### config.mk
export PLATFORM = sky130hd
export DESIGN_NAME = tpd_cmd_fifo
export DESIGN_NICKNAME = d
export VERILOG_FILES = /design/src/tpd_pkg.sv /design/src/tpd_cmd_fifo.sv
export SDC_FILE = /design/constraint.sdc
export NUM_CORES = 1
export LEC_CHECK = 0
export BUFFER_PORTS_ARGS = -buffer_cell sky130_fd_sc_hd__buf_2
export CAP_MARGIN = 20
export CORE_ASPECT_RATIO = 0.5
export CORE_MARGIN = 2
export CORE_UTILIZATION = 57
export DETAILED_ROUTE_END_ITERATION = 7
export GPL_ROUTABILITY_DRIVEN = 0
export GPL_TIMING_DRIVEN = 1
export PLACE_DENSITY = 0.79
export SYNTH_ARGS = -nofsm -noshare
export SYNTH_HDL_FRONTEND = slang
export SYNTH_SLANG_ARGS = --single-unit
### constraint.sdc
create_clock -name clk -period 4.3 [get_ports clk]
set_clock_uncertainty 0.1 [all_clocks]
set_input_delay 0.43 -clock clk [delete_from_list [all_inputs] [get_ports clk]]
set_output_delay 0.43 -clock clk [all_outputs]
set_load 0.01 [all_outputs]
### src/tpd_pkg.sv
package tpd_pkg;

  localparam int FRAME_BYTES     = 188;
  localparam int SLOT_BYTES      = 46;
  localparam int SLOTS_PER_FRAME = 4;
  localparam int PKT_BYTES       = 42;
  localparam int ID_OFFSET       = 4;
  localparam int PKT_OFFSET      = 8;
  localparam int HDR_BYTES       = 8;
  localparam int LAST_ROW        = 23;
  localparam int FIFO_DEPTH      = 4;

  localparam logic [7:0] ID_SUBTITLE_A = 8'h02;
  localparam logic [7:0] ID_SUBTITLE_B = 8'h03;
  localparam logic [7:0] UNITS_INVALID = 8'hff;
  localparam logic [7:0] UNITS_MAX_DEC = 8'h99;
  localparam logic [3:0] DIGIT_MAX     = 4'd9;
  localparam logic [4:0] ROW_IGNORE    = 5'h1f;
  localparam logic [3:0] MAG_EIGHT     = 4'd8;

  typedef enum logic [1:0] {
    KIND_ROW   = 2'd0,
    KIND_START = 2'd1,
    KIND_END   = 2'd2
  } kind_t;

  typedef enum logic [1:0] {
    OP_END  = 2'd0,
    OP_DATA = 2'd1,
    OP_HDR  = 2'd2
  } op_t;

  typedef struct packed {
    logic [7:0] frame_byte;
    logic       frame_start;
  } frame_t;

  typedef struct packed {
    logic [2:0]  language;
    logic [7:0]  page_flags;
    logic [13:0] subpage;
    logic [7:0]  page_units;
    logic [2:0]  magazine;
  } page_info_t;

  typedef struct packed {
    kind_t       kind;
    logic [2:0]  magazine;
    logic [11:0] page_number;
    logic [7:0]  page_units;
    logic [13:0] subpage;
    logic [7:0]  page_flags;
    logic [2:0]  language;
    logic [4:0]  row;
    logic [5:0]  column;
    logic [7:0]  data_byte;
    logic        last;
  } result_t;

  // One queued job: page end, row byte, or header open (start + 8 bytes if kept)
  typedef struct packed {
    op_t                         op;
    page_info_t                  info;
    logic                        kept;
    logic [4:0]                  row;
    logic [5:0]                  column;
    logic [7:0]                  data_byte;
    logic [HDR_BYTES-1:0][7:0]   hdr;
  } cmd_t;

  typedef struct packed {
    logic [2:0] quot;
    logic [5:0] rem;
  } slot_pos_t;

  function automatic logic [7:0] bit_rev(input logic [7:0] v);
    logic [7:0] r;
    for (int i = 0; i < 8; i++) begin
      r[7-i] = v[i];
    end
    return r;
  endfunction

  function automatic logic [7:0] ham_encode(input logic [3:0] n);
    logic [7:0] c;
    c[0] = ~(n[0] ^ n[2] ^ n[3]);
    c[1] = n[0];
    c[2] = ~(n[0] ^ n[1] ^ n[3]);
    c[3] = n[1];
    c[4] = ~(n[0] ^ n[1] ^ n[2]);
    c[5] = n[2];
    c[6] = 1'b0;
    c[7] = n[3];
    c[6] = ~(^c);
    return c;
  endfunction

  // First codeword within one bit wins; two bit errors give 0xF
  function automatic logic [3:0] ham_decode(input logic [7:0] b);
    logic [3:0] d;
    logic       found;
    logic [7:0] x;
    d     = 4'hf;
    found = 1'b0;
    for (int n = 0; n < 16; n++) begin
      x = ham_encode(4'(n)) ^ b;
      if (!found && ((x & (x - 8'd1)) == 8'd0)) begin
        d     = 4'(n);
        found = 1'b1;
      end
    end
    return d;
  endfunction

  function automatic logic [7:0] ham_pair(input logic [7:0] lo, input logic [7:0] hi);
    return {ham_decode(hi), ham_decode(lo)};
  endfunction

  // Split an offset into slot index and offset inside the slot
  function automatic slot_pos_t slot_split(input logic [7:0] v);
    slot_pos_t  p;
    logic [7:0] r;
    logic [2:0] q;
    r = v;
    q = 3'd0;
    for (int i = 0; i < 5; i++) begin
      if (r >= 8'(SLOT_BYTES)) begin
        r = r - 8'(SLOT_BYTES);
        q = q + 3'd1;
      end
    end
    p.quot = q;
    p.rem  = r[5:0];
    return p;
  endfunction

endpackage

### src/tpd_cmd_fifo.sv
module tpd_cmd_fifo (
  input  logic          clk,
  input  logic          rst,
  input  logic          push,
  input  tpd_pkg::cmd_t push_cmd,
  input  logic          pop,
  output logic          full,
  output logic          empty,
  output tpd_pkg::cmd_t head
);
  import tpd_pkg::*;

  localparam int PTR_W = $clog2(FIFO_DEPTH);
  localparam int CNT_W = $clog2(FIFO_DEPTH + 1);

  cmd_t             mem [FIFO_DEPTH];
  logic [PTR_W-1:0] wr_ptr;
  logic [PTR_W-1:0] rd_ptr;
  logic [CNT_W-1:0] count;

  assign full  = (count == CNT_W'(FIFO_DEPTH));
  assign empty = (count == '0);
  assign head  = mem[rd_ptr];

  always_ff @(posedge clk) begin
    if (rst) begin
      wr_ptr <= '0;
      rd_ptr <= '0;
      count  <= '0;
    end else begin
      if (push) begin
        wr_ptr <= (wr_ptr == PTR_W'(FIFO_DEPTH - 1)) ? '0 : wr_ptr + 1'b1;
      end
      if (pop) begin
        rd_ptr <= (rd_ptr == PTR_W'(FIFO_DEPTH - 1)) ? '0 : rd_ptr + 1'b1;
      end
      if (push && !pop) begin
        count <= count + 1'b1;
      end else if (pop && !push) begin
        count <= count - 1'b1;
      end
    end
  end

  always_ff @(posedge clk) begin
    if (push) begin
      mem[wr_ptr] <= push_cmd;
    end
  end

endmodule

# Word-level counts from Yosys, hierarchy flattened
# Memories as Yosys holds them, arrays and structs flattened. A register that Yosys moved wholly into a read port is not among the register bits.
# Cells that the tools add are included.
# Widths: inputs -> output; s select.
[word_totals]
wordCells = 25
register_bits = 7
memories = 1
mem_bits_rw = 488
out_inout_bits = 124
inputBits = 126
[memory_table]
columns = ["memory", "words", "width", "read_ports", "rd_ports_with_merged_regs", "wr", "line_no", "source"]
rows = [
  ["mem", 4, 122, 1, 1, 1, "tpd_cmd_fifo.sv:16", "cmd_t mem [FIFO_DEPTH];"],
]
[classes]
eq_ne = 3
reduce_logical = 6
mux = 8
addsub = 4
[op_table]
columns = ["op", "n"]
rows = [
  ["$mux 2", 4],
  ["$mux 3", 2],
  ["$add 2x1->2 const B", 2],
  ["$eq 2x2->1 const B", 2],
  ["$add 3x1->3 const B", 1],
  ["$eq 3x3->1 const B", 1],
  ["$logic_not 3->1", 1],
  ["$sub 3x1->3 const B", 1],
  ["$logic_and 1x1->1", 2],
  ["$logic_not 1->1", 2],
  ["$mux 1", 2],
  ["$reduce_bool 2->1", 1],
]

# Longest topological paths before layout
[depth]
word_depth = 4
depth_mapped = 7
depth_no_buf = 7

# Least setup slack after synthesis
# OpenSTA, ideal clock, no wires.
[synth_path]
path_type = "register to register"
start = "register wr_ptr[0]"
end = "memory mem[3][0] (netlist name), enable pin"
path_buffers = 0
setup_time_ps = 495
required_ps = 3705
setup_slack_ps = 358
synth_period_minus_slack_ps = 3942
arrival_ps = 3347
path_stages_with_launch = 3
path_cell_list = "dfxtp_1 ha_1 and2_1"
[synth_rtl]
columns = ["item", "line_no", "source"]
rows = [
  ["start, declared", "tpd_cmd_fifo.sv:17", "logic [PTR_W-1:0] wr_ptr;"],
  ["start signal, assigned", "tpd_cmd_fifo.sv:32", "wr_ptr <= (wr_ptr == PTR_W'(FIFO_DEPTH - 1)) ? '0 : wr_ptr + 1'b1;"],
  ["end, declared", "tpd_cmd_fifo.sv:16", ""],
]
# Straight into the memory's write port.

==> flow_summary.ini <==
[grt]
track_usage = 0.2192
grt_pass1_vias = 9233
grt_overflow = 0
met2_usage = 0.3943
met1_usage = 0.2727
antenna_found_initial = 1
top_usage_layer = met2
grt_util_met3 = 0.03710
grt_pass1_wl_um = 54130
grt_max_degree = 63

[finish]
postLayoutCellArea_sq_um = 22330
area_growth_pct = 23.51
instances_no_fill = 1535
layout.nets = 1203
post_route_cells_drive_above_1_share = 0.4065

[job]
maxCapViolations = 0

[clock_network]
postCtsSetupBuffers = 0
postCtsHoldBufs = 109
numClockSinks = 497
insertion_delay_ns = 0.54
cts_made_buffers = 42
clock-root-buffer = clkbuf_16
cts_resized = 0
cts_tree = yes
cts_buffer_depth = 3
cts_htree_levels = 2
clk_pin_slew_ns = 0.06

[drt]
post_drt_wl_per_cell_um = 23.98
drc = 0
first_iter_violations = 845
avgViaCountPerCell = 5.649
vias = 8671
postRouteAntennaNets = 0
wirelength_um = 36810
firstDrtPassIters = 5

[power_and_ir_drop]
leakagePower_nw = 7.577
p_int_w = 0.008214
power_per_cell_area_nw_per_um2 = 467.7
seq_power_share = 0.539
comb_power_share = 0.093
irDropWorstVdd_mv = 0.2617
sw_frac_of_total = 0.2134
net-switching-power_w = 0.002229
p_clk_frac = 0.368

[run_status]
outcome = completed

[place]
place_inst = 1348
place_area_sq_um = 19840
io_buffers = 249
place_hpwl_um = 20840

[synthesis]
syn_avg_cell_area_sq_um = 26.51
ys_seq_elements = 497
yosysTopAreaCell = edfxtp_1
synth_top_area_share = 0.8105
yosysSeqAreaShare = 0.8205
synth_cells = 682
ys_types = 20
synth-warning-count = 0
synth_area_sq_um = 18080
synth.area.top_cells = edfxtp_1 (81%), mux4_2 (15%), dfxtp_1 (1.0%)
synth_fp_nets = 815

[floorplanning]
core_area_sq_um = 31430
ioPinCount = 250
dieArea_sq_um = 33250
start_util = 0.5753
dieWidth_um = 255.9
std_cell_rows = 46
die_y_um = 129.9

[critical_path]
startpoint_type = flip-flop
endpoint_kind = output port
crit_fanout = 43
crit_type = reg -> out
rr_startpoint = wr_ptr[1]
cp.required_ns = 3.77
r2r_slack_ns = 2.13
crit_arrival_ns = 2.47

[worst_hold_path]
worstHoldPathType = in -> reg
hold_start = push_cmd[22]

[timing]
slew_viol_final = 0
hold_viol_final = 0
finalSetupViolations = 0
period_minus_slack_ns = 3.002
rsz0062_at_grt = no
fmax_mhz = 333.1
worst_slew_pin_slew_ns = 0.5827
slew-limit-headroom = 0.6116
tns_ns = 0
finalCritPeriodShare = 0.6981
-- path summary, 6_finish.rpt --
path                            cells after the start          to
worst max-delay path                                3   head[102]
worst min-delay path                                1  mem[0][22]
worst max register to register                      4  mem[1][26]
worst min register to register                      2    count[2]
-- cell families (layout without fill, tap and decap cells) --
| logic type | after synthesis | count (layout) | share of synthesized area |
|---|---|---|---|
| AO/OA/AOI/OAI | 3 | 3 | 0.0008302 |
| XOR/XNOR | 2 | 2 | 0.0009690 |
| adder cells (fa/ha/maj) | 7 | 7 | 0.005259 |
| buffers and inverters | 32 | 452 | 0.01398 |
| flip-flops | 497 | 497 | 0.8205 |
| multiplexers | 126 | 126 | 0.1542 |
| other | 0 | 1 | 0 |
| AND/OR/NAND/NOR | 15 | 15 | 0.004290 |
-- synth_stat cells --
cell and n:
edfxtp_1 488, mux4_2 122, buf_2 13, buf_8 9, dfxtp_1 9, nor2_1 7, ha_1 6, and2_1 4
inv_1 4, mux2i_1 4, clkbuf_1 3, a21oi_1 2, buf_4 2, nor3b_1 2, xor2_1 2, buf_6 1
fa_1 1, nor3_1 1, o21ai_0 1, or3_1 1
-- critical path, cell delays in order, from the launching register on --
cell     delay (ns)
dfxtp_4        0.73
buf_12         0.37
mux4_2         0.59
buf_2          0.16
-- power by group through the flow --
stage	clock network (W)	logic, W	registers, W
finish	0.00384	0.000971	0.00563
global route	0.00408	0.00103	0.00565
CTS	0.00391	0.000976	0.00563
detailed placement	0	0.000885	0.00573
global placement	0	0.000861	0.00571
floorplan	0	0.000526	0.00571
-- layer usage --
metal,part of all wire,routed length (um)
met1,0.38,14100
met2,0.54,19890
met3,0.041,1518
met4,0.035,1300
met5,0,0
-- cell type report --
| class | count | area, sq um |
|---|---|---|
| flip-flops and latches | 497 | 14840 |
| fillers | 1865 | 9095 |
| multi-input cells | 153 | 3003 |
| repair buffers | 372 | 2545 |
| clock buffers | 50 | 1102 |
| well taps | 432 | 540.5 |
| clock inverters | 26 | 280.3 |
| inverters | 4 | 15.01 |
| diodes | 1 | 2.502 |
-- registers in the layout, summed over array words and instances, names as in the netlist, named ones only --
register / count
count: 3
mem: 488
rd_ptr: 2
wr_ptr: 2
-- placed cells by master (no fill, tap or decap), types with 2 or more instances in the layout --
master and count:
ha_1 6, bufinv_16 6, and2_4 4, nor2_1 7, buf_4 5, clkinv_1 11, a21oi_1 2, dlygate4sd3_1 110
clkinv_2 6, edfxtp_1 488, clkbuf_1 7, xor2_1 2, buf_12 8, dfxtp_1 7, mux2i_1 4, clkbuf_16 43
mux4_2 122, inv_6 2, inv_1 4, nor3b_1 2, dfxtp_4 2, buf_2 249
-- per-stage QoR --
step	worst slack (ns)	power, W	hold WS, ns	utilization
4_1_cts	1.222	0.01051	0.0002092	0.7102
3_5_place_dp	1.802	0.006616	0.4050	0.6315
3_3_place_gp	1.812	0.006574	0.3747	0.6315
5_1_grt	1.120	0.01076	0.002833	0.7106
2_1_floorplan	0.3581	0.006237	0.3603	-
6_report	1.298	0.01044	0.02465	0.7106
Power figures use the tool's default switching activity.
