$ cat config.mk
export PLATFORM = sky130hd
export DESIGN_NAME = tpd_back_flat
export DESIGN_NICKNAME = d
export VERILOG_FILES = /design/src/tpd_pkg.sv /design/src/tpd_stream_if.sv /design/src/tpd_back.sv /design/src/flat_wrapper.sv
export SDC_FILE = /design/constraint.sdc
export NUM_CORES = 1
export LEC_CHECK = 0
export BUFFER_PORTS_ARGS = -buffer_cell sky130_fd_sc_hd__buf_2
export CAP_MARGIN = 10
export CORE_AREA = 2 2 51 53
export DETAILED_ROUTE_END_ITERATION = 6
export DIE_AREA = 0 0 53 55
export PLACE_DENSITY = 0.8
export SLEW_MARGIN = 40
export SYNTH_ARGS = -nofsm -noshare
export SYNTH_HDL_FRONTEND = slang
export SYNTH_SLANG_ARGS = --single-unit
$ cat constraint.sdc
create_clock -name clk -period 1.7 [get_ports clk]
set_clock_uncertainty 0.05 [all_clocks]
set_input_delay 0.255 -clock clk [delete_from_list [all_inputs] [get_ports clk]]
set_output_delay 0.255 -clock clk [all_outputs]
set_load 0.005 [all_outputs]
$ cat src/tpd_pkg.sv
package tpd_pkg;

  localparam int FRAME_BYTES     = 188;
  localparam int SLOT_BYTES      = 46;
  localparam int SLOTS_PER_FRAME = 4;
  localparam int PKT_BYTES       = 42;
  localparam int ID_OFFSET       = 4;
  localparam int PKT_OFFSET      = 8;
  localparam int HDR_BYTES       = 8;
  localparam int LAST_ROW        = 23;
  localparam int FIFO_DEPTH      = 4;

  localparam logic [7:0] ID_SUBTITLE_A = 8'h02;
  localparam logic [7:0] ID_SUBTITLE_B = 8'h03;
  localparam logic [7:0] UNITS_INVALID = 8'hff;
  localparam logic [7:0] UNITS_MAX_DEC = 8'h99;
  localparam logic [3:0] DIGIT_MAX     = 4'd9;
  localparam logic [4:0] ROW_IGNORE    = 5'h1f;
  localparam logic [3:0] MAG_EIGHT     = 4'd8;

  typedef enum logic [1:0] {
    KIND_ROW   = 2'd0,
    KIND_START = 2'd1,
    KIND_END   = 2'd2
  } kind_t;

  typedef enum logic [1:0] {
    OP_END  = 2'd0,
    OP_DATA = 2'd1,
    OP_HDR  = 2'd2
  } op_t;

  typedef struct packed {
    logic [7:0] frame_byte;
    logic       frame_start;
  } frame_t;

  typedef struct packed {
    logic [2:0]  language;
    logic [7:0]  page_flags;
    logic [13:0] subpage;
    logic [7:0]  page_units;
    logic [2:0]  magazine;
  } page_info_t;

  typedef struct packed {
    kind_t       kind;
    logic [2:0]  magazine;
    logic [11:0] page_number;
    logic [7:0]  page_units;
    logic [13:0] subpage;
    logic [7:0]  page_flags;
    logic [2:0]  language;
    logic [4:0]  row;
    logic [5:0]  column;
    logic [7:0]  data_byte;
    logic        last;
  } result_t;

  // One queued job: page end, row byte, or header open (start + 8 bytes if kept)
  typedef struct packed {
    op_t                         op;
    page_info_t                  info;
    logic                        kept;
    logic [4:0]                  row;
    logic [5:0]                  column;
    logic [7:0]                  data_byte;
    logic [HDR_BYTES-1:0][7:0]   hdr;
  } cmd_t;

  typedef struct packed {
    logic [2:0] quot;
    logic [5:0] rem;
  } slot_pos_t;

  function automatic logic [7:0] bit_rev(input logic [7:0] v);
    logic [7:0] r;
    for (int i = 0; i < 8; i++) begin
      r[7-i] = v[i];
    end
    return r;
  endfunction

  function automatic logic [7:0] ham_encode(input logic [3:0] n);
    logic [7:0] c;
    c[0] = ~(n[0] ^ n[2] ^ n[3]);
    c[1] = n[0];
    c[2] = ~(n[0] ^ n[1] ^ n[3]);
    c[3] = n[1];
    c[4] = ~(n[0] ^ n[1] ^ n[2]);
    c[5] = n[2];
    c[6] = 1'b0;
    c[7] = n[3];
    c[6] = ~(^c);
    return c;
  endfunction

  // First codeword within one bit wins; two bit errors give 0xF
  function automatic logic [3:0] ham_decode(input logic [7:0] b);
    logic [3:0] d;
    logic       found;
    logic [7:0] x;
    d     = 4'hf;
    found = 1'b0;
    for (int n = 0; n < 16; n++) begin
      x = ham_encode(4'(n)) ^ b;
      if (!found && ((x & (x - 8'd1)) == 8'd0)) begin
        d     = 4'(n);
        found = 1'b1;
      end
    end
    return d;
  endfunction

  function automatic logic [7:0] ham_pair(input logic [7:0] lo, input logic [7:0] hi);
    return {ham_decode(hi), ham_decode(lo)};
  endfunction

  // Split an offset into slot index and offset inside the slot
  function automatic slot_pos_t slot_split(input logic [7:0] v);
    slot_pos_t  p;
    logic [7:0] r;
    logic [2:0] q;
    r = v;
    q = 3'd0;
    for (int i = 0; i < 5; i++) begin
      if (r >= 8'(SLOT_BYTES)) begin
        r = r - 8'(SLOT_BYTES);
        q = q + 3'd1;
      end
    end
    p.quot = q;
    p.rem  = r[5:0];
    return p;
  endfunction

endpackage

$ cat src/tpd_stream_if.sv
interface tpd_stream_if #(parameter type T = logic) ();
  logic valid;
  logic ready;
  T     data;

  modport source (output valid, output data, input ready);
  modport sink (input valid, input data, output ready);
endinterface

$ cat src/tpd_back.sv
module tpd_back (
  input  logic          clk,
  input  logic          rst,
  input  tpd_pkg::cmd_t head,
  input  logic          empty,
  output logic          pop,
  tpd_stream_if.source  result_out
);
  import tpd_pkg::*;

  localparam int SEQ_W = $clog2(HDR_BYTES + 1);
  localparam int IDX_W = $clog2(HDR_BYTES);

  logic [SEQ_W-1:0] seq;
  logic             out_valid;
  result_t          out_data;
  result_t          res;
  logic             final_word;
  logic             load;
  logic [IDX_W-1:0] idx;

  assign result_out.valid = out_valid;
  assign result_out.data  = out_data;

  assign load = !empty && (!out_valid || result_out.ready);
  assign pop  = load && final_word;
  assign idx  = IDX_W'(seq - SEQ_W'(1));

  always_comb begin
    res             = '0;
    res.magazine    = head.info.magazine;
    res.page_number = {(head.info.magazine == 3'd0) ? MAG_EIGHT : {1'b0, head.info.magazine},
                       head.info.page_units};
    res.page_units  = head.info.page_units;
    res.subpage     = head.info.subpage;
    res.page_flags  = head.info.page_flags;
    res.language    = head.info.language;
    final_word      = 1'b1;
    unique case (head.op)
      OP_END: begin
        res.kind = KIND_END;
      end
      OP_DATA: begin
        res.kind      = KIND_ROW;
        res.row       = head.row;
        res.column    = head.column;
        res.data_byte = head.data_byte;
      end
      OP_HDR: begin
        if (seq == '0) begin
          res.kind   = KIND_START;
          final_word = !head.kept;
        end else begin
          res.kind      = KIND_ROW;
          res.column    = 6'(idx);
          res.data_byte = head.hdr[idx];
          final_word    = (seq == SEQ_W'(HDR_BYTES));
        end
      end
      default: begin
        res.kind = KIND_END;
      end
    endcase
    res.last = final_word;
  end

  always_ff @(posedge clk) begin
    if (rst) begin
      out_valid <= 1'b0;
      seq       <= '0;
    end else begin
      if (load) begin
        out_valid <= 1'b1;
        seq       <= final_word ? '0 : seq + 1'b1;
      end else if (result_out.ready) begin
        out_valid <= 1'b0;
      end
    end
  end

  always_ff @(posedge clk) begin
    if (load) begin
      out_data <= res;
    end
  end

endmodule
$ cat src/flat_wrapper.sv
// flat-port wrapper written by rule: the top's interface ports become plain ports
module tpd_back_flat import tpd_pkg::*;
  (clk, rst, head, empty, pop, result_out_valid, result_out_data, result_out_ready);
  tpd_stream_if result_out_i ();
  input  logic clk;
  input  logic rst;
  input  tpd_pkg::cmd_t head;
  input  logic empty;
  output logic pop;
  output wire logic [$bits(result_out_i.valid)-1:0] result_out_valid;
  output wire logic [$bits(result_out_i.data)-1:0] result_out_data;
  input wire logic [$bits(result_out_i.ready)-1:0] result_out_ready;
  assign result_out_valid = result_out_i.valid;
  assign result_out_data = result_out_i.data;
  assign result_out_i.ready = result_out_ready;
  tpd_back u_core (.clk(clk), .rst(rst), .head(head), .empty(empty), .pop(pop), .result_out(result_out_i));
endmodule
# Word level (Yosys, flattened, before mapping)
# Index checks and enable logic that the tools add are counted.
# Widths: inputs -> output; s select.
[word_totals]
elab_cells = 19
register_bits = 6
[op_classes]
eq_ne = 2
n_reduce_logical = 8
n_addsub = 1
n_mux = 5
[ops]
columns = ["op", "count"]
rows = [
  ["$add 4x1->4 const B", 1],
  ["$eq 4x4->1 const B", 1],
  ["$logic_not 4->1", 1],
  ["$mux 1", 4],
  ["$mux 4", 1],
  ["$logic_not 1->1", 3],
  ["$eq 2x2->1 const B", 1],
  ["$logic_and 1x1->1", 2],
  ["$reduce_bool 2->1", 1],
  ["$logic_or 1x1->1", 1],
]

# Logic depth before layout (Yosys ltp)
# Gate-level depths: netlist of run 1.
[logic_depth]
ltp_word = 4
ltp_mapped = 7

# Worst setup path after synthesis of run 1
# Ideal clock, no wire load.
[synth_path]
kind = "register -> register"
start = "register u_core.seq[0]"
end = "register u_core.seq[3]"
stages_incl_launch_ff = 8
period_less_slack_ns = 1.560
setup_slack_ns = 0.140
required_time_ns = 1.576
arrival_time_ns = 1.435
path_buffers = 0
setup_ns = 0.074
cell_sequence = "dfxtp_1 > inv_1 > ha_1 > clkinv_1 > o311a_4 > inv_2 > or4_1 > a31oi_1"
[synth_via]
elab_chain_cells = 4
word_cells_on_any_way = 6
classes_between = "add/sub: 1; eq/ne: 1; mux: 3; reduce/logical: 1"
[synth_lines]
columns = ["item", "line_no", "rtl"]
rows = [
  ["from (decl)", "tpd_back.sv:14", "logic [SEQ_W-1:0] seq;"],
  ["from (signal assigned)", "tpd_back.sv:74", "seq <= final_word ? '0 : seq + 1'b1;"],
  ["$eq 4x4->1 / $logic_not 4->1 (equally long branches)", "tpd_back.sv:57, tpd_back.sv:50", ""],
  ["$mux 1 (*)", "tpd_back.sv:50", "if (seq == '0) begin"],
  ["$mux 1 (*)", "tpd_back.sv:39", "unique case (head.op)"],
  ["via u_core.final_word", "tpd_back.sv:18", "logic final_word;"],
  ["$mux 4 (*)", "tpd_back.sv:74", ""],
]
# Mark *: on every way through the listed nets, which the timed path passes. The rest lies on a longest branch.
# A chain may end at the register's enable or synchronous reset.

# Worst setup path in the final report of run 1
[layout_path]
start = "register u_core.seq[0]"
end = "output port pop"
[layout_via]
elab_chain_cells = 4
word_cells_on_any_way = 5
classes_between = "eq/ne: 1; mux: 2; reduce/logical: 2"
[layout_lines]
columns = ["item", "line_no", "rtl"]
rows = [
  ["$eq 4x4->1 / $logic_not 4->1 (equally long branches)", "tpd_back.sv:57, tpd_back.sv:50", ""],
  ["$mux 1 (*)", "tpd_back.sv:50", ""],
  ["$mux 1 (*)", "tpd_back.sv:39", ""],
  ["$logic_and 1x1->1 (*)", "tpd_back.sv:26", "assign pop = load && final_word;"],
  ["to (decl)", "flat_wrapper.sv:9", "output logic pop;"],
]
# Mark *: on every way between the ends. The rest lies on a longest branch, timed or not.

==> results of run 1 <==
[per-layer routing]
layer  vias to the layer above  part of all wire [%]
met1                       136                    46
met3                         0                   6.7
met5                         -                     0
met4                         0                     0
li1                        147                     -
met2                        10                    48
[path summary, 6_finish.rpt]
| check | startpoint | endpoint | slack, ns | depth (start not counted) |
|---|---|---|---|---|
| worst max-delay path | u_core.seq[0] | pop | 0.03 | 6 |
| worst min-delay path | empty | u_core.result_out.valid | 0.15 | 2 |
| worst max register to register | u_core.seq[1] | u_core.seq[3] | 0.12 | 7 |
| worst min register to register | u_core.seq[0] | u_core.seq[0] | 0.43 | 2 |
[critical path, stage by stage (launching register included)]
cell and delay, ns:
dfxtp_2 0.33, inv_2 0.06, ha_1 0.14, clkinv_1 0.07
o311a_4 0.33, nor2_2 0.08, buf_2 0.12
[sequential cells by signal, summed over array words and instances (netlist names)]
| name | count |
|---|---|
| u_core.seq | 4 |
| u_core.result_out.data | 1 |
| u_core.result_out.valid | 1 |
[cells by family after synthesis]
group / after synthesis / share of synthesized area, %
DFF: 6 / 41.8
and+or+nand+nor: 14 / 25.7
adders and majority gates: 2 / 8.03
AOI/OAI and AO/OA: 7 / 16.9
buffers and inverters: 6 / 7.63
[what timing repair did]
item | CTS | global route
setup endpoints to repair | 1 | 1
gates resized for setup | 3 | 0
pin swaps | 1 | 0
cloned | 0 | 0
setup buffers | 1 | 0
[final cells by class]
class	instances	area share [%]
Multi-Input combinational cell	23	37.1
Timing Repair Buffer	10	12.2
Inverter	6	5.51
Clock buffer	4	6.09
Tap cell	30	8.70
Sequential cell	6	30.4
[cell usage after synthesis (all sizes together)]
master  n
nor2    1
a21oi   4
a31oi   1
nand2   3
nor3b   1
clkinv  2
inv     4
o21ai   1
o311a   1
dfxtp   5
nand2b  2
nand4b  1
ha      2
or4     1
edfxtp  1
nand3   4
nor2b   1
[report_power, final]
part / internal (mW) / switching (mW) / total [mW] / leakage (nW)
Sequential: 0.148 / 0.00156 / 0.150 / 0.0493
Combinational: 0.0167 / 0.0186 / 0.0353 / 0.101
Clock: 0.0889 / 0.0508 / 0.140 / 0.0150
==> out/summary.json, run 1 <==
{
  "grt.busiest_layer": {"value": "met2"},
  "first_iter_violations": {"value": 11},
  "floorplan.initialDensity": {"value": 13.2, "unit": "%"},
  "post_synth_main_area_contributors": {"value": "dfxtp_1, edfxtp_1, ha_1, o311a_4, a21oi_1"},
  "run_status": {"value": "complete, no violations"},
  "post-route-drc-count": {"value": 0},
  "tritoncts_clock_tree": {"value": "built"},
  "post_drt_wl_per_cell": {"value": 8.18, "unit": "um"},
  "crit_start_category": {"value": "flop"},
  "htreeDepth": {"value": 1},
  "setup_repair_after_global_routing_missed_its_margin": {"value": "true"},
  "initial_antenna_violation_count": {"value": 0},
  "synth.cell_area": {"value": 312, "unit": "um2"},
  "setup-tns-final": {"value": 0, "unit": "ns"},
  "ff_latch_area": {"value": 131, "unit": "um2"},
  "report.final.slew_viol_count": {"value": 0},
  "worst_ep_arrival_time": {"value": 1.36, "unit": "ns"},
  "report.final.hold_viol_count": {"value": 0},
  "final_cell_area": {"value": 432, "unit": "um2"},
  "syn2layout_area_growth": {"value": 38.6, "unit": "%"},
  "yosysTopAreaCell": {"value": "dfxtp_1"},
  "route.final.wire_length": {"value": 646, "unit": "um"},
  "finalPower": {"value": 325, "unit": "uW"},
  "layout.core_utilization": {"value": 18.3, "unit": "%"},
  "ir_drop": {"value": 0.548, "unit": "mV"},
  "final_common_cell": {"value": "buf_2"},
  "layout.cells.non_filler": {"value": 79},
  "cts_inserted_buffers": {"value": 3},
  "pin_count": {"value": 129},
  "synth.avg_cell_area": {"value": 8.90, "unit": "um2"},
  "die_w": {"value": 53, "unit": "um"},
  "synth-warning-count": {"value": 0},
  "timing.final.crit_share": {"value": 98.1, "unit": "%"},
  "grt_util_all_layers": {"value": 5.25, "unit": "%"},
  "max-clock-path-buffers": {"value": 2},
  "critical_path.endpoint_type": {"value": "output pin"},
  "power.static_leakage": {"value": 0.165, "unit": "nW"},
  "dpl_cell_area": {"value": 394, "unit": "um2"},
  "post-place-ws": {"value": 0.0445, "unit": "ns"},
  "dr_total_vias": {"value": 293},
  "post-route-worst-setup-slack": {"value": 0.0321, "unit": "ns"},
  "layout_common_cells": {"value": "buf_2, nand3_1, a21oi_1, dfxtp_1"},
  "worst_ep_required_time": {"value": 1.39, "unit": "ns"},
  "max-slew-margin-rel": {"value": 82.1, "unit": "%"},
  "vias_per_cell": {"value": 3.71},
  "mappedNetlistNets": {"value": 163},
  "coreArea": {"value": 0.00236, "unit": "mm2"},
  "core.rowCount": {"value": 18},
  "hpwl_reported_at_the_end_of_detailed_placement": {"value": 521, "unit": "um"},
  "grt_start_max_net_pins": {"value": 8},
  "gr-total-overflow": {"value": 0},
  "cap_violations": {"value": 0},
  "final.fill_count": {"value": 269},
  "fmax": {"value": 600, "unit": "MHz"},
  "fin_hold_ws": {"value": 0.148, "unit": "ns"},
  "period_needed": {"value": 1.67, "unit": "ns"},
  "netlist.area_leader.share": {"value": 32.1, "unit": "%"},
  "worstSkewPairLatency": {"value": 0.24, "unit": "ns"},
  "drive_gt1_share": {"value": 42.9, "unit": "%"},
  "ys_types": {"value": 19},
  "ctsHoldBuffers": {"value": 0},
  "final_nets": {"value": 178},
  "gpl.final_weighted_congestion": {"value": 0.710},
  "insertedDiodeCount": {"value": 0},
  "clk_root_buffer_cell": {"value": "clkbuf_4"},
  "via_count_of_the_first_global_routing_pass": {"value": 261},
  "dieHeight": {"value": 55, "unit": "um"},
  "dpl.cell_count": {"value": 74},
  "powerDensity": {"value": 753, "unit": "mW/mm2"},
  "dr.pass1.iters": {"value": 3},
  "multi_input_area": {"value": 160, "unit": "um2"},
  "cts_num_sinks": {"value": 6},
  "groute.layer.met3.usage": {"value": 4.03, "unit": "%"},
  "clock_slew_seen_by_the_registers_of_the_worst_setup_and_hold_paths": {"value": 0.04, "unit": "ns"},
  "critical_path_peak_fanout": {"value": 4},
  "grt_use_met2": {"value": 8.33, "unit": "%"},
  "min-delay-path-class": {"value": "in -> reg"},
  "gr-usage-met1": {"value": 5.02, "unit": "%"},
  "transition_time_of_the_tightest_slew_check_pin": {"value": 0.269, "unit": "ns"},
  "portBuffers": {"value": 9},
  "drt.antenna.violating_nets": {"value": 0},
  "postSynthRegisterBits": {"value": 6},
  "critPathKind": {"value": "reg -> out"},
  "sequential_to_total_area_share_from_yosys_stat": {"value": 41.8, "unit": "%"},
  "cell_count_after_synthesis": {"value": 35},
  "die_area": {"value": 0.00292, "unit": "mm2"},
  "grt_pass1_wl": {"value": 1.02, "unit": "mm"},
  "setup_violations": {"value": 0}
}
No activity file was read; power rests on OpenSTA's default activity.
==> run 2: changes to the inputs <==
- ABC_AREA: unset -> 1
- CORE_AREA: 2 2 51 53 -> unset
- CORE_UTILIZATION: unset -> 17
- DIE_AREA: 0 0 53 55 -> unset
- PLACE_DENSITY: 0.8 -> 0.84
==> out/summary.json, run 2 <==
{
  "setup_violations": {"value": 0, "change": "unchanged"},
  "cap_violations": {"value": 0, "change": "unchanged"},
  "powerDensity": {"value": 730, "unit": "mW/mm2", "change": "-3.0%"},
  "postSynth.asyncResetShare": {"value": 0, "unit": "%", "change": "unchanged"},
  "dr.pass1.iters": {"value": 4, "change": "+1"},
  "setup_repair_after_global_routing_missed_its_margin": {"value": "false"},
  "min-delay-path-class": {"value": "in -> reg"},
  "final_common_cell": {"value": "buf_2"},
  "grt_start_max_net_pins": {"value": 6, "change": "-2"},
  "worst_ep_required_time": {"value": 1.39, "unit": "ns", "change": "about the same"},
  "route.final.wire_length": {"value": 766, "unit": "um", "change": "+19%"},
  "portBuffers": {"value": 9, "change": "unchanged"},
  "period_needed": {"value": 1.60, "unit": "ns", "change": "-0.0693 ns"},
  "critical_path.endpoint_type": {"value": "output pin"},
  "power.static_leakage": {"value": 0.241, "unit": "nW", "change": "+45%"},
  "layout_common_cells": {"value": "buf_2, inv_1, nand2_1, inv_2, nand2_2"},
  "largest_stage_delay_worst_path": {"value": 0.35, "unit": "ns", "change": "+0.02 ns"},
  "sequential_to_total_area_share_from_yosys_stat": {"value": 33.1, "unit": "%", "change": "-8.6 points"},
  "drive_gt1_share": {"value": 51.6, "unit": "%", "change": "+8.7 points"},
  "die_area": {"value": 0.00251, "unit": "mm2", "change": "-14%"},
  "multi_input_area": {"value": 203, "unit": "um2", "change": "+27%"},
  "die_w": {"value": 50.1, "unit": "um", "change": "-5.5%"},
  "worst_path_max_delay_cell": {"value": "dfxtp_2"},
  "pin_count": {"value": 129, "change": "unchanged"},
  "worst_ep_arrival_time": {"value": 1.29, "unit": "ns", "change": "-0.07 ns"},
  "crit_start_category": {"value": "flop"},
  "initial_antenna_violation_count": {"value": 0, "change": "unchanged"},
  "final_cell_area": {"value": 502, "unit": "um2", "change": "+16%"},
  "drt.antenna.violating_nets": {"value": 0, "change": "unchanged"},
  "cts_inserted_buffers": {"value": 3, "change": "unchanged"},
  "dpl.cell_count": {"value": 88, "change": "+19%"},
  "htreeDepth": {"value": 1, "change": "unchanged"},
  "ys_types": {"value": 16, "change": "-3"},
  "core.rowCount": {"value": 17, "change": "-1"},
  "hpwl_reported_at_the_end_of_detailed_placement": {"value": 593, "unit": "um", "change": "+14%"},
  "synth.cell_area": {"value": 393, "unit": "um2", "change": "+26%"},
  "report.final.slew_viol_count": {"value": 0, "change": "unchanged"},
  "ctsHoldBuffers": {"value": 0, "change": "unchanged"},
  "floorplan.initialDensity": {"value": 17.9, "unit": "%", "change": "+4.8 points"},
  "ff_latch_area": {"value": 133, "unit": "um2", "change": "+0.95%"},
  "max_ffs_per_register": {"value": 4, "change": "unchanged"},
  "dr_total_vias": {"value": 330, "change": "+13%"},
  "timing.final.crit_share": {"value": 94.0, "unit": "%", "change": "-4.1 points"},
  "post-route-drc-count": {"value": 0, "change": "unchanged"},
  "run_status": {"value": "complete, no violations"},
  "cts_num_sinks": {"value": 6, "change": "unchanged"},
  "transition_time_of_the_tightest_slew_check_pin": {"value": 0.162, "unit": "ns", "change": "-0.107 ns"},
  "r2r_cells": {"value": 9, "change": "+2"},
  "synth-edff-count": {"value": 1, "change": "unchanged"},
  "yosysTopAreaCell": {"value": "dfxtp_1"},
  "grt_pass1_wl": {"value": 1.37, "unit": "mm", "change": "+34%"},
  "layout.cells.non_filler": {"value": 92, "change": "+16%"},
  "postSynthRegisterBits": {"value": 6, "change": "unchanged"},
  "first_iter_violations": {"value": 9, "change": "-2"},
  "syn2layout_area_growth": {"value": 27.7, "unit": "%"},
  "max-clock-path-buffers": {"value": 2, "change": "unchanged"},
  "vias_per_cell": {"value": 3.59, "change": "-3.3%"},
  "insertedDiodeCount": {"value": 0, "change": "unchanged"},
  "max-slew-margin-rel": {"value": 89.2, "unit": "%", "change": "+7.1 points"},
  "tritoncts_clock_tree": {"value": "built"},
  "clk_root_buffer_cell": {"value": "clkbuf_4"},
  "largest-register": {"value": "u_core.seq"},
  "crit_chain": {"value": "inv_2 -> ha_1 -> inv_1 -> nor2_1 -> nand2_1 -> nand2_2 -> nand2_4 -> inv_1 -> buf_2"},
  "critPathKind": {"value": "reg -> out"},
  "synth.avg_cell_area": {"value": 7.70, "unit": "um2", "change": "-13%"},
  "worstSkewPairLatency": {"value": 0.25, "unit": "ns", "change": "about the same"},
  "crit_path_frequent_cell": {"value": "inv_1"},
  "most_used_dff_post_synth": {"value": "dfxtp_1"},
  "post-place-ws": {"value": 0.301, "unit": "ns", "change": "+0.257 ns"},
  "cell_count_after_synthesis": {"value": 51, "change": "+46%"},
  "post_synth_main_area_contributors": {"value": "dfxtp_1, inv_1, nand2_4, nand2_2, edfxtp_1"},
  "cells_on_worst_hold_path": {"value": 2, "change": "unchanged"},
  "via_count_of_the_first_global_routing_pass": {"value": 355, "change": "+36%"},
  "coreArea": {"value": 0.00219, "unit": "mm2", "change": "-7.4%"},
  "netlist.area_leader.share": {"value": 25.5, "unit": "%", "change": "-6.7 points"},
  "mappedNetlistNets": {"value": 179, "change": "+9.8%"},
  "gr-total-overflow": {"value": 0, "change": "unchanged"},
  "grt_util_all_layers": {"value": 7.44, "unit": "%", "change": "+2.2 points"},
  "final.fill_count": {"value": 243, "change": "-9.7%"},
  "most_frequent_cells_after_synthesis": {"value": "inv_1, nand2_1, dfxtp_1, nand2_2"},
  "yosys.cell_count.top_type": {"value": "inv_1"},
  "ir_drop": {"value": 0.545, "unit": "mV", "change": "-0.62%"},
  "post_drt_wl_per_cell": {"value": 8.33, "unit": "um", "change": "+1.8%"},
  "fin_hold_ws": {"value": 0.132, "unit": "ns", "change": "-0.0160 ns"},
  "post-route-worst-setup-slack": {"value": 0.101, "unit": "ns", "change": "+0.0693 ns"},
  "layout.core_utilization": {"value": 22.9, "unit": "%", "change": "+4.6 points"},
  "synth-warning-count": {"value": 0, "change": "unchanged"},
  "clock_slew_seen_by_the_registers_of_the_worst_setup_and_hold_paths": {"value": 0.05, "unit": "ns", "change": "about the same"},
  "final_nets": {"value": 193, "change": "+8.4%"},
  "gpl.final_weighted_congestion": {"value": 0.761, "change": "+7.2%"},
  "dpl_cell_area": {"value": 473, "unit": "um2", "change": "+20%"},
  "report.final.hold_viol_count": {"value": 0, "change": "unchanged"},
  "finalPower": {"value": 366, "unit": "uW", "change": "+13%"},
  "critical_path_peak_fanout": {"value": 4, "change": "unchanged"},
  "setup-tns-final": {"value": 0, "unit": "ns", "change": "unchanged"},
  "fmax": {"value": 626, "unit": "MHz", "change": "+4.3%"},
  "dieHeight": {"value": 50.1, "unit": "um", "change": "-9.0%"}
}
==> run 2: repair_timing <==
action | in CTS | in global routing
resized for setup | 0 | 3
setup buffers | 0 | 0
setup endpoints to repair | 0 | 1
==> run 2: worst paths after layout <==
kind,from,end,slack (ns)
setup / recovery,u_core.seq[0],pop,0.10
hold / removal,rst,u_core.result_out.valid,0.13
setup reg to reg,u_core.seq[0],u_core.seq[2],0.53
hold reg to reg,u_core.seq[3],u_core.seq[3],0.47
==> run 2: where the power goes <==
group | leakage, nW | internal, mW | switching [mW]
Sequential | 0.0499 | 0.150 | 0.00428
Clock | 0.0150 | 0.0894 | 0.0591
Combinational | 0.176 | 0.0257 | 0.0375
==> run 2: cells by family (layout without fill, tap and decap cells) <==
family                     count (synthesis)  count (layout)  synth area share (%)
AOI/OAI and AO/OA                          2               2                  2.55
adders and majority gates                  2               2                  6.37
buffers and inverters                     14              27                  15.3
DFF                                        6               6                  33.1
and+or+nand+nor                           27              27                  42.7
==> run 2: layer usage <==
metal	part of all wire [%]	wire, um	vias to the layer above	GRT usage [%]
li1	-	-	175	-
met1	44	339	144	8.59
met2	50	380	11	11.6
met3	6.1	47	0	4.63
met4	0	0	0	1.43
met5	0	0	-	0
==> run 2: critical path, delay by kind of cell, from the launching register on <==
| kind | cells | cell delay (ns) |
|---|---|---|
| DFF | 1 | 0.35 |
| adders and majority gates | 1 | 0.19 |
| and+or+nand+nor | 4 | 0.25 |
| buffers and inverters | 4 | 0.26 |
==> run 2: area by class of cell <==
type	count	share of cell area, %
flip-flops and latches	6	26.4
repair buffers	9	8.98
well taps	28	6.98
inverters	14	12.0
multi-input cells	31	40.4
clock buffers	4	5.24
==> run 3: changes to the inputs <==
- RECOVER_POWER: unset -> 25
==> out/summary.json, run 3 (synthesis gave the netlist of run 2 again) <==
{
  "route.final.wire_length": {"value": 787, "unit": "um", "change": "+2.7%"},
  "portBuffers": {"value": 9, "change": "unchanged"},
  "coreArea": {"value": 0.00219, "unit": "mm2", "change": "unchanged"},
  "via_count_of_the_first_global_routing_pass": {"value": 355, "change": "unchanged"},
  "dpl_cell_area": {"value": 473, "unit": "um2", "change": "unchanged"},
  "min-delay-path-class": {"value": "in -> reg"},
  "ir_drop": {"value": 0.541, "unit": "mV", "change": "-0.72%"},
  "gr-total-overflow": {"value": 0, "change": "unchanged"},
  "timing.hold.worst.start": {"value": "rst"},
  "layout_common_cells": {"value": "nand2_1, buf_2, inv_1, inv_2, nand2_2"},
  "critical_path_peak_fanout": {"value": 4, "change": "unchanged"},
  "final_nets": {"value": 193, "change": "unchanged"},
  "syn2layout_area_growth": {"value": 21.7, "unit": "%"},
  "cts_inserted_buffers": {"value": 3, "change": "unchanged"},
  "cap_violations": {"value": 0, "change": "unchanged"},
  "htreeDepth": {"value": 1, "change": "unchanged"},
  "powerDensity": {"value": 752, "unit": "mW/mm2", "change": "+3.0%"},
  "max-clock-path-buffers": {"value": 2, "change": "unchanged"},
  "critPathKind": {"value": "reg -> out"},
  "floorplan.initialDensity": {"value": 17.9, "unit": "%", "change": "unchanged"},
  "insertedDiodeCount": {"value": 0, "change": "unchanged"},
  "dieHeight": {"value": 50.1, "unit": "um", "change": "unchanged"},
  "crit_chain": {"value": "inv_2 -> ha_1 -> inv_1 -> nor2_1 -> nand2_1 -> nand2_2 -> nand2_4 -> inv_1 -> buf_2"},
  "post-route-drc-count": {"value": 0, "change": "unchanged"},
  "grt_pass1_wl": {"value": 1.37, "unit": "mm", "change": "unchanged"},
  "dr.pass1.iters": {"value": 4, "change": "unchanged"},
  "grt_start_max_net_pins": {"value": 6, "change": "unchanged"},
  "ff_latch_area": {"value": 133, "unit": "um2", "change": "unchanged"},
  "setup_violations": {"value": 0, "change": "unchanged"},
  "die_w": {"value": 50.1, "unit": "um", "change": "unchanged"},
  "worst_ep_required_time": {"value": 1.39, "unit": "ns", "change": "about the same"},
  "tritoncts_clock_tree": {"value": "built"},
  "die_area": {"value": 0.00251, "unit": "mm2", "change": "unchanged"},
  "crit_path_frequent_cell": {"value": "inv_1"},
  "first_iter_violations": {"value": 7, "change": "-2"},
  "final_common_cell": {"value": "nand2_1"},
  "hpwl_reported_at_the_end_of_detailed_placement": {"value": 593, "unit": "um", "change": "unchanged"},
  "setup-tns-final": {"value": 0, "unit": "ns", "change": "unchanged"},
  "report.final.hold_viol_count": {"value": 0, "change": "unchanged"},
  "setup_repair_after_global_routing_missed_its_margin": {"value": "false"},
  "grt_util_all_layers": {"value": 7.44, "unit": "%", "change": "unchanged"},
  "timing.final.crit_share": {"value": 94.0, "unit": "%", "change": "about the same"},
  "cells_on_worst_hold_path": {"value": 2, "change": "unchanged"},
  "report.final.slew_viol_count": {"value": 0, "change": "unchanged"},
  "cts_num_sinks": {"value": 6, "change": "unchanged"},
  "gpl.final_weighted_congestion": {"value": 0.761, "change": "unchanged"},
  "drt.antenna.violating_nets": {"value": 0, "change": "unchanged"},
  "worst_path_max_delay_cell": {"value": "dfxtp_2"},
  "period_needed": {"value": 1.60, "unit": "ns", "change": "-0.000249 ns"},
  "final.fill_count": {"value": 246, "change": "+1.2%"},
  "worstReg2RegEnd": {"value": "u_core.seq[2]"},
  "run_status": {"value": "complete, no violations"},
  "finalPower": {"value": 359, "unit": "uW", "change": "-1.9%"},
  "max-slew-margin-rel": {"value": 80.5, "unit": "%", "change": "-8.7 points"},
  "r2r_cells": {"value": 9, "change": "unchanged"},
  "post_drt_wl_per_cell": {"value": 8.55, "unit": "um", "change": "+2.7%"},
  "largest_stage_delay_worst_path": {"value": 0.35, "unit": "ns", "change": "about the same"},
  "critical_path.endpoint_type": {"value": "output pin"},
  "power.static_leakage": {"value": 0.231, "unit": "nW", "change": "-3.8%"},
  "fmax": {"value": 626, "unit": "MHz", "change": "about the same"},
  "clk_root_buffer_cell": {"value": "clkbuf_4"},
  "regToRegSetupSlack": {"value": 0.53, "unit": "ns", "change": "about the same"},
  "dr_total_vias": {"value": 336, "change": "+1.8%"},
  "dpl.cell_count": {"value": 88, "change": "unchanged"},
  "initial_antenna_violation_count": {"value": 0, "change": "unchanged"},
  "final_cell_area": {"value": 478, "unit": "um2", "change": "-4.7%"},
  "drive_gt1_share": {"value": 48.4, "unit": "%", "change": "-3.1 points"},
  "crit-reg2reg-launch": {"value": "u_core.seq[0]"},
  "worstSkewPairLatency": {"value": 0.25, "unit": "ns", "change": "about the same"},
  "transition_time_of_the_tightest_slew_check_pin": {"value": 0.292, "unit": "ns", "change": "+0.130 ns"},
  "worst_ep_arrival_time": {"value": 1.29, "unit": "ns", "change": "about the same"},
  "max_ffs_per_register": {"value": 4, "change": "unchanged"},
  "pin_count": {"value": 129, "change": "unchanged"},
  "clock_slew_seen_by_the_registers_of_the_worst_setup_and_hold_paths": {"value": 0.04, "unit": "ns", "change": "about the same"},
  "multi_input_area": {"value": 179, "unit": "um2", "change": "-12%"},
  "largest-register": {"value": "u_core.seq"},
  "crit_start_category": {"value": "flop"},
  "whs_endpoint": {"value": "u_core.result_out.valid"},
  "vias_per_cell": {"value": 3.65, "change": "+1.8%"},
  "layout.cells.non_filler": {"value": 92, "change": "unchanged"},
  "core.rowCount": {"value": 17, "change": "unchanged"}
}
[run 3: cell count changes in the layout (fill, tap and decap cells not counted)]
cell / previous run / this run
nand2_1: 8 / 10
nand2_4: 3 / 2
nand2_8: 1 / 0
[run 3: final cells by class]
type                       instances  share of cell area, %
tap                               28                   7.33
sequential                         6                   27.7
multi-input combinational         31                   37.4
timing repair buffer               9                   9.42
inverter                          14                   12.6
clock buffer                       4                   5.50
[run 3: worst max path at each step]
stage	start	to	slack (ns)	cells after the start
global placement	u_core.seq[0]	pop	0.34	9
floorplan	u_core.seq[0]	pop	0.50	8
CTS	u_core.seq[0]	pop	0.02	9
global route	u_core.seq[0]	pop	0.02	9
finish	u_core.seq[0]	pop	0.10	9
detailed placement	u_core.seq[0]	pop	0.30	9
[run 3: power breakdown]
| part | internal [mW] | switching [mW] | leakage, nW | total [mW] |
|---|---|---|---|---|
| sequential | 0.150 | 0.00360 | 0.0499 | 0.154 |
| clock | 0.0894 | 0.0593 | 0.0150 | 0.149 |
| combinational | 0.0226 | 0.0342 | 0.167 | 0.0568 |
[run 3: what timing repair did]
| item | 4_1_cts | 5_1_grt |
|---|---|---|
| endpoints found under the setup margin | 0 | 1 |
| hold buffers | 0 | 0 |
| buffers inserted | 0 | 0 |
| resized for setup | 0 | 3 |
[run 3: routing by layer]
layer  up-vias  track usage [%]  wire length, um
met4         0             1.43                0
met3         0             4.63               49
li1        175                -                -
met2        12             11.6              380
met5         -                0                0
met1       149             8.59              357
[run 3: metrics by stage]
step | hold WS (ns) | setup slack, ns | util (%)
floorplan | 0.274 | 0.496 | -
global placement | 0.389 | 0.340 | 21.6
detailed placement | 0.385 | 0.301 | 21.6
CTS | 0.124 | 0.0247 | 22.8
global route | 0.143 | 0.0152 | 21.8
finish | 0.131 | 0.102 | 21.8
[run 3: worst max-delay path: cells and delay by family, from the launching register on]
kind	cells	cell delay [ns]
DFF	1	0.35
buffers and inverters	4	0.26
and+or+nand+nor	4	0.25
adders and majority gates	1	0.19
